`src/sle_pkg.sv`:
```
// Shared constants, codes and types of the sorted list engine.
`default_nettype none
package sle_pkg;

    localparam int unsigned CAPACITY = 16;
    localparam int unsigned CNT_W    = $clog2(CAPACITY + 1);
    localparam int unsigned IDX_W    = $clog2(CAPACITY);
    localparam int unsigned VAL_W    = 32;

    typedef logic [CNT_W-1:0] cnt_t;
    typedef logic [IDX_W-1:0] idx_t;
    typedef logic signed [VAL_W-1:0] val_t;

    typedef enum logic [1:0] {
        REQ_INSERT = 2'd0,
        REQ_DELETE = 2'd1,
        REQ_DUMP   = 2'd2
    } req_code_t;

    typedef enum logic [1:0] {
        STAT_OK        = 2'd0,
        STAT_FULL      = 2'd1,
        STAT_NOT_FOUND = 2'd2,
        STAT_EMPTY     = 2'd3
    } status_code_t;

    typedef struct packed {
        logic ins;
        logic del;
        val_t v;
    } cell_op_t;

endpackage
`default_nettype wire

```
`src/sle_if.sv`:
```
// Request and result channel interfaces of the sorted list engine.
`default_nettype none
interface sle_req_if;
    logic              valid;
    logic              ready;
    logic [1:0]        req_type;
    logic signed [31:0] value;

    modport source (output valid, output req_type, output value, input ready);
    modport sink   (input valid, input req_type, input value, output ready);
endinterface

interface sle_res_if;
    logic               valid;
    logic               ready;
    logic [1:0]         status;
    logic signed [31:0] value_res;
    logic               last;

    modport source (output valid, output status, output value_res, output last, input ready);
    modport sink   (input valid, input status, input value_res, input last, output ready);
endinterface
`default_nettype wire

```
`src/sle_cell.sv`:
```
// One storage cell of the sorted chain: compares and shifts with its neighbors.
`default_nettype none
module sle_cell (
    input  wire logic             clk,
    input  wire logic             occ,
    input  wire sle_pkg::cell_op_t op,
    input  wire sle_pkg::val_t    left_val,
    input  wire logic             left_lt,
    input  wire sle_pkg::val_t    right_val,
    input  wire logic             seen_in,
    output sle_pkg::val_t         val,
    output logic                  lt,
    output logic                  after
);

    sle_pkg::val_t val_reg;
    sle_pkg::val_t val_next;
    logic          eq;

    assign val   = val_reg;
    assign lt    = occ && (val_reg < op.v);
    assign eq    = occ && (val_reg == op.v);
    assign after = seen_in | eq;

    always_comb
    begin
        val_next = val_reg;
        if (op.ins)
        begin
            if (!lt)
            begin
                val_next = left_lt ? op.v : left_val;
            end
        end
        else if (op.del && after)
        begin
            val_next = right_val;
        end
    end

    always_ff @(posedge clk)
    begin
        val_reg <= val_next;
    end

endmodule
`default_nettype wire

```
`src/sorted_list_engine.sv`:
```
// Sorted list engine: a chain of cells that keeps signed values in ascending order.
//
// Usage: requests enter on the req channel (req_type, value), results leave on
// the res channel (status, value_res, last); both use a valid/ready handshake.
// Insert and delete update every cell of the chain in the cycle the item is
// accepted and give one result, registered, in the next cycle. An insert goes
// ahead of equal values; a delete removes the first equal value.
// A dump gives one result per stored value in ascending order, read from the
// cells into the output register one per cycle while res is taken, last set on the final one;
// an empty store gives one result with status empty. Request code 3 is dropped.
// Throughput: one insert or delete per cycle while res is taken every cycle;
// a dump holds the request side until its last value is read out by the
// single read port that walks the cells. The request side stalls while a dump
// streams. When the receiver stalls, the result stays in the output register
// and the block takes no new request until that result is taken.
// Reset empties the store at once; cell contents are not cleared.
`default_nettype none
module sorted_list_engine (
    input  wire logic  clk,
    input  wire logic  rst_n,
    sle_req_if.sink    req,
    sle_res_if.source  res
);

    localparam int unsigned N = sle_pkg::CAPACITY;

    typedef enum logic [1:0] {
        ST_IDLE = 2'b01,
        ST_DUMP = 2'b10
    } state_t;

    state_t        state_reg, state_next;
    sle_pkg::cnt_t count_reg, count_next;
    sle_pkg::idx_t idx_reg, idx_next;
    logic          res_valid_reg, res_valid_next;
    logic [1:0]    status_reg, status_next;
    sle_pkg::val_t value_reg, value_next;
    logic          last_reg, last_next;

    sle_pkg::cell_op_t op;
    sle_pkg::val_t     vals   [N];
    logic              lts    [N];
    logic              afters [N];

    logic out_free;
    logic acc;
    logic full;
    logic empty;
    logic found;
    logic dump_last;

    assign out_free  = !res_valid_reg || res.ready;
    assign req.ready = (state_reg == ST_IDLE) && out_free;
    assign acc       = req.valid && req.ready;
    assign full      = (count_reg == sle_pkg::cnt_t'(N));
    assign empty     = (count_reg == '0);
    assign found     = afters[N-1];
    assign dump_last = (sle_pkg::cnt_t'(idx_reg) + sle_pkg::cnt_t'(1)) == count_reg;

    assign op.ins = acc && (req.req_type == sle_pkg::REQ_INSERT) && !full;
    assign op.del = acc && (req.req_type == sle_pkg::REQ_DELETE);
    assign op.v   = req.value;

    for (genvar i = 0; i < N; i++)
    begin : g_cell
        sle_pkg::val_t lval;
        sle_pkg::val_t rval;
        logic          llt;
        logic          lseen;
        logic          occ;

        assign occ = count_reg > sle_pkg::cnt_t'(i);
        if (i == 0)
        begin : g_first
            assign lval  = vals[0];
            assign llt   = 1'b1;
            assign lseen = 1'b0;
        end
        else
        begin : g_mid
            assign lval  = vals[i-1];
            assign llt   = lts[i-1];
            assign lseen = afters[i-1];
        end
        if (i == N - 1)
        begin : g_last
            assign rval = vals[i];
        end
        else
        begin : g_inner
            assign rval = vals[i+1];
        end

        sle_cell u_cell (
            .clk       (clk),
            .occ       (occ),
            .op        (op),
            .left_val  (lval),
            .left_lt   (llt),
            .right_val (rval),
            .seen_in   (lseen),
            .val       (vals[i]),
            .lt        (lts[i]),
            .after     (afters[i])
        );
    end

    always_comb
    begin
        state_next     = state_reg;
        count_next     = count_reg;
        idx_next       = idx_reg;
        res_valid_next = res_valid_reg && !res.ready;
        status_next    = status_reg;
        value_next     = value_reg;
        last_next      = last_reg;

        unique case (state_reg)
            ST_IDLE:
            begin
                if (acc)
                begin
                    unique case (req.req_type)
                        sle_pkg::REQ_INSERT:
                        begin
                            res_valid_next = 1'b1;
                            value_next     = '0;
                            last_next      = 1'b1;
                            status_next    = full ? sle_pkg::STAT_FULL : sle_pkg::STAT_OK;
                            if (!full)
                            begin
                                count_next = count_reg + sle_pkg::cnt_t'(1);
                            end
                        end
                        sle_pkg::REQ_DELETE:
                        begin
                            res_valid_next = 1'b1;
                            value_next     = '0;
                            last_next      = 1'b1;
                            if (empty)
                            begin
                                status_next = sle_pkg::STAT_EMPTY;
                            end
                            else if (found)
                            begin
                                status_next = sle_pkg::STAT_OK;
                                count_next  = count_reg - sle_pkg::cnt_t'(1);
                            end
                            else
                            begin
                                status_next = sle_pkg::STAT_NOT_FOUND;
                            end
                        end
                        sle_pkg::REQ_DUMP:
                        begin
                            if (empty)
                            begin
                                res_valid_next = 1'b1;
                                value_next     = '0;
                                last_next      = 1'b1;
                                status_next    = sle_pkg::STAT_EMPTY;
                            end
                            else
                            begin
                                idx_next   = '0;
                                state_next = ST_DUMP;
                            end
                        end
                        default:
                        begin
                        end
                    endcase
                end
            end
            ST_DUMP:
            begin
                if (out_free)
                begin
                    res_valid_next = 1'b1;
                    status_next    = sle_pkg::STAT_OK;
                    value_next     = vals[idx_reg];
                    last_next      = dump_last;
                    idx_next       = idx_reg + sle_pkg::idx_t'(1);
                    if (dump_last)
                    begin
                        state_next = ST_IDLE;
                    end
                end
            end
            default:
            begin
                state_next = ST_IDLE;
            end
        endcase
    end

    always_ff @(posedge clk or negedge rst_n)
    begin
        if (!rst_n)
        begin
            state_reg     <= ST_IDLE;
            count_reg     <= '0;
            idx_reg       <= '0;
            res_valid_reg <= 1'b0;
        end
        else
        begin
            state_reg     <= state_next;
            count_reg     <= count_next;
            idx_reg       <= idx_next;
            res_valid_reg <= res_valid_next;
        end
    end

    always_ff @(posedge clk)
    begin
        status_reg <= status_next;
        value_reg  <= value_next;
        last_reg   <= last_next;
    end

    assign res.valid     = res_valid_reg;
    assign res.status    = status_reg;
    assign res.value_res = value_reg;
    assign res.last      = last_reg;

`ifndef SYNTHESIS
    a_count_bound: assert property (@(posedge clk) disable iff (!rst_n)
        count_reg <= sle_pkg::cnt_t'(N))
        else $error("entry count above capacity");

    a_dump_nonempty: assert property (@(posedge clk) disable iff (!rst_n)
        (state_reg == ST_DUMP) |-> (count_reg != '0))
        else $error("dump running on an empty store");

    a_insert_count: assert property (@(posedge clk) disable iff (!rst_n)
        (acc && req.req_type == sle_pkg::REQ_INSERT && !full)
        |=> (count_reg == $past(count_reg) + sle_pkg::cnt_t'(1)))
        else $error("insert did not grow the store");

    a_ready_idle: assert property (@(posedge clk) disable iff (!rst_n)
        req.ready |-> (state_reg == ST_IDLE && out_free))
        else $error("request taken outside idle");
`endif

endmodule
`default_nettype wire
```
`src/flat_wrapper.sv`:
```
// flat-port wrapper written by rule: the top's interface ports become plain ports
module sorted_list_engine_flat 
  (clk, rst_n, req_valid, req_req_type, req_value, req_ready, res_valid, res_status, res_value_res, res_last, res_ready);
  sle_req_if req_i ();
  sle_res_if res_i ();
  input  wire logic clk;
  input  wire logic rst_n;
  input wire logic [$bits(req_i.valid)-1:0] req_valid;
  input wire logic [$bits(req_i.req_type)-1:0] req_req_type;
  input wire logic [$bits(req_i.value)-1:0] req_value;
  output wire logic [$bits(req_i.ready)-1:0] req_ready;
  output wire logic [$bits(res_i.valid)-1:0] res_valid;
  output wire logic [$bits(res_i.status)-1:0] res_status;
  output wire logic [$bits(res_i.value_res)-1:0] res_value_res;
  output wire logic [$bits(res_i.last)-1:0] res_last;
  input wire logic [$bits(res_i.ready)-1:0] res_ready;
  assign req_i.valid = req_valid;
  assign req_i.req_type = req_req_type;
  assign req_i.value = req_value;
  assign req_ready = req_i.ready;
  assign res_valid = res_i.valid;
  assign res_status = res_i.status;
  assign res_value_res = res_i.value_res;
  assign res_last = res_i.last;
  assign res_i.ready = res_ready;
  sorted_list_engine u_core (.clk(clk), .rst_n(rst_n), .req(req_i), .res(res_i));
endmodule
```
`config.mk`:
```
export PLATFORM = sky130hd
export DESIGN_NAME = sorted_list_engine_flat
export DESIGN_NICKNAME = d
export VERILOG_FILES = /design/src/sle_pkg.sv /design/src/sle_if.sv /design/src/sle_cell.sv /design/src/sorted_list_engine.sv /design/src/flat_wrapper.sv
export SDC_FILE = /design/constraint.sdc
export NUM_CORES = 2
export LEC_CHECK = 0
export BUFFER_PORTS_ARGS = -buffer_cell sky130_fd_sc_hd__buf_2
export CORE_ASPECT_RATIO = 2
export CORE_MARGIN = 2
export CORE_UTILIZATION = 28
export DETAILED_ROUTE_END_ITERATION = 7
export PLACE_DENSITY = 0.51
export SYNTH_ARGS = -nofsm -noshare
export SYNTH_HDL_FRONTEND = slang
export SYNTH_SLANG_ARGS = --single-unit
```
`constraint.sdc`:
```
create_clock -name clk -period 5.5 [get_ports clk]
set_input_delay 1.1 -clock clk [delete_from_list [all_inputs] [get_ports clk]]
set_output_delay 1.1 -clock clk [all_outputs]
set_load 0.005 [all_outputs]
```
==> results.toml <==
[die]
num_rows = 205
dieArea_sq_um = 160000
ios = 75
die_x_microns = 284
core_sq_um = 156000
die_height_microns = 564
start_util_pct = 28.2

[synthesis]
synth_top_area_share_pct = 37.4
synth_edf_count = 547
ys_seq_area_share_pct = 38.1
yosysTopAreaCell = "edfxtp_1"
yosysMostFrequentCell = "edfxtp_1"
syn_area_sq_um = 43900
synthTopCellsByArea = "edfxtp_1 37%, ha_1 15%, mux4_2 8.2%"
synth_cells = 4215
yosysWarnings = 0
ys_top_cells_by_count = "547 x edfxtp_1, 525 x ha_1, 506 x nand2_1"
synth_cell_type_count = 79
synth_nets = 4778
synth-async-reset-ratio_pct = 2.15
synth.ff_latch_count = 559
synthFlopType = "edfxtp_1"
synth.avg_cell_area_sq_um = 10.4

[cts]
clock_sinks = 559
clockBufferDepth = 3
numCtsBuffers = 56
cts_root_buf = "clkbuf_16"
path_clk_slew_ns = 0.07
cts_tree = "built"
cts_max_level = 2
postCtsHoldBufs = 0
post-cts-setup-buffers = 0
clk_latency_ns = 0.73
postCtsResizedCells = 0

[power]
power_density_nw_per_um2 = 352
peakVddDrop_v = 0.000269
p_leak_uw = 0.0202
power_uw = 18200

[finish]
utilization_pct = 33.1
area_growth_pct = 17.4
fin_nets = 4954
largest_register_ffs = 512
drive_gt1_share_pct = 17.1
filler_cell_count = 16000

[outcome]
outcome = "finished clean"

[drt]
viasPerCell = 6.14
num_vias = 40000
firstDrtPassIters = 6
drt-wirelength-per-cell_microns = 36.3
totalWireLength_microns = 237000
drc = 0
drt_iter0_markers = 3826
drt.antenna.violating_nets = 0

[timing]
fin_crit_sh_pct = 90.6
rsz0062_at_grt = "no"
slew_headroom_pct = 5.68
fin_crit_ns = 4.98
setup_viol = 0
hold_violations = 0
drv_slew = 0
fmax_mhz = 201
tightestPinTransition_ns = 1.41
finClkSkew_ns = 0.0570

[global_route]
grt_max_degree = 91
grt_pass1_wl_microns = 323000
grt_overflow = 0
grt_usage_pct = 28.8
antenna_found_initial = 12
grt_pass1_vias = 39800

[critical_path]
path_class = "in -> reg"
start_kind = "primary input"
crit_path_end_kind = "flip-flop"
crit_arrival_ns = 5.42
crit_fanout = 26
critical_path_required_ns = 5.94

[placed_design]
numPortBuffers = 74
place_congestion = 1.04
dp_hpwl_microns = 179000

[worst_hold_path]
hold_path_class = "in -> async"

[run]
cap_violations = 0
metal layers:
layer,track usage [%],wire [microns]
met1,28.3,76600
met2,51.0,118000
met3,4.21,13900
met4,28.8,28600
met5,0,31
power breakdown:
group	internal [uW]	switching [uW]
sequential	5440	693
combinational	2830	4930
clock	2280	2000
total	10500	7620
layout make-up:
type                    count  area (sq um)  share of cell area (%)
diodes                     10          25.0                  0.0485
clock buffers              66          1460                    2.83
clock inverters            37           434                   0.842
inverters                  78           293                   0.568
multi-input cells        3313         26200                    50.8
flip-flops and latches    559         16700                    32.5
well taps                2070          2590                    5.02
repair buffers            383          3850                    7.47
path summary, 6_finish.rpt:
check	startpoint	to	slack, ns	cells after the start
max	req_value[21]	u_core.g_cell[7].u_cell.val[3]$_DFFE_PP_	0.52	13
min	rst_n	u_core.count_reg[2]$_DFFE_PN0P_	0.30	1
max reg2reg	u_core.g_cell[6].u_cell.val[23]$_DFFE_PP_	u_core.g_cell[7].u_cell.val[3]$_DFFE_PP_	0.95	10
min reg2reg	u_core.state_reg[0]$_DFFE_PN1P_	u_core.state_reg[0]$_DFFE_PN1P_	0.51	2
max in group asynchronous	rst_n	u_core.state_reg[0]$_DFFE_PN1P_	4.91	1
min in group clk	u_core.state_reg[0]$_DFFE_PN1P_	u_core.state_reg[0]$_DFFE_PN1P_	0.51	2
through the flow:
| stage | hold slack [ns] | instance area [sq um] | worst slack [ns] | std cells | TNS, ns |
|---|---|---|---|---|---|
| final | 0.302 | 51600 | 0.519 | 6516 | 0 |
| after global routing | 0.310 | 51600 | 0.519 | 6507 | 0 |
| after CTS | 0.269 | 51600 | 0.670 | 6506 | 0 |
| after detailed placement | 0.502 | 49700 | -0.0516 | 6403 | -0.676 |
| after global placement | 0.500 | 49700 | -0.0627 | 6403 | -0.628 |
| after floorplan | 0.474 | 43900 | 0.0803 | 4215 | 0 |
critical path: stages:
cell,delay (ns)
buf_2,0.10
inv_1,0.44
buf_4,0.28
ha_1,0.15
nand3_1,0.32
nor4_1,0.69
and3_1,0.48
o211ai_1,0.49
nand2_1,0.28
o2bb2ai_4,0.40
buf_12,0.29
nor2_1,0.07
a221o_1,0.26
placed cells by master, fill, tap and decap left out, drive strengths merged, types with 46 or more instances in the layout:
master / n
o21ai: 266
buf: 383
a21o: 87
nand4: 154
a21oi: 228
mux2: 69
clkbuf: 66
ha: 525
a221o: 194
mux2i: 162
nand2: 506
mux4: 160
nor3: 46
inv: 79
nand3: 164
edfxtp: 547
nor2: 356
cell families (layout without fill, tap and decap cells):
| group | count (synthesis) | after routing | share of synthesized area [%] |
|---|---|---|---|
| xor+xnor | 8 | 8 | 0.159 |
| other cells | 0 | 10 | 0 |
| flops | 559 | 559 | 38.1 |
| compound gates | 974 | 974 | 15.1 |
| buf+inv | 343 | 564 | 3.16 |
| fa+ha+maj | 525 | 525 | 15.0 |
| simple gates | 1415 | 1415 | 14.9 |
| mux | 391 | 391 | 13.7 |
(Power assumes the default switching activity.)
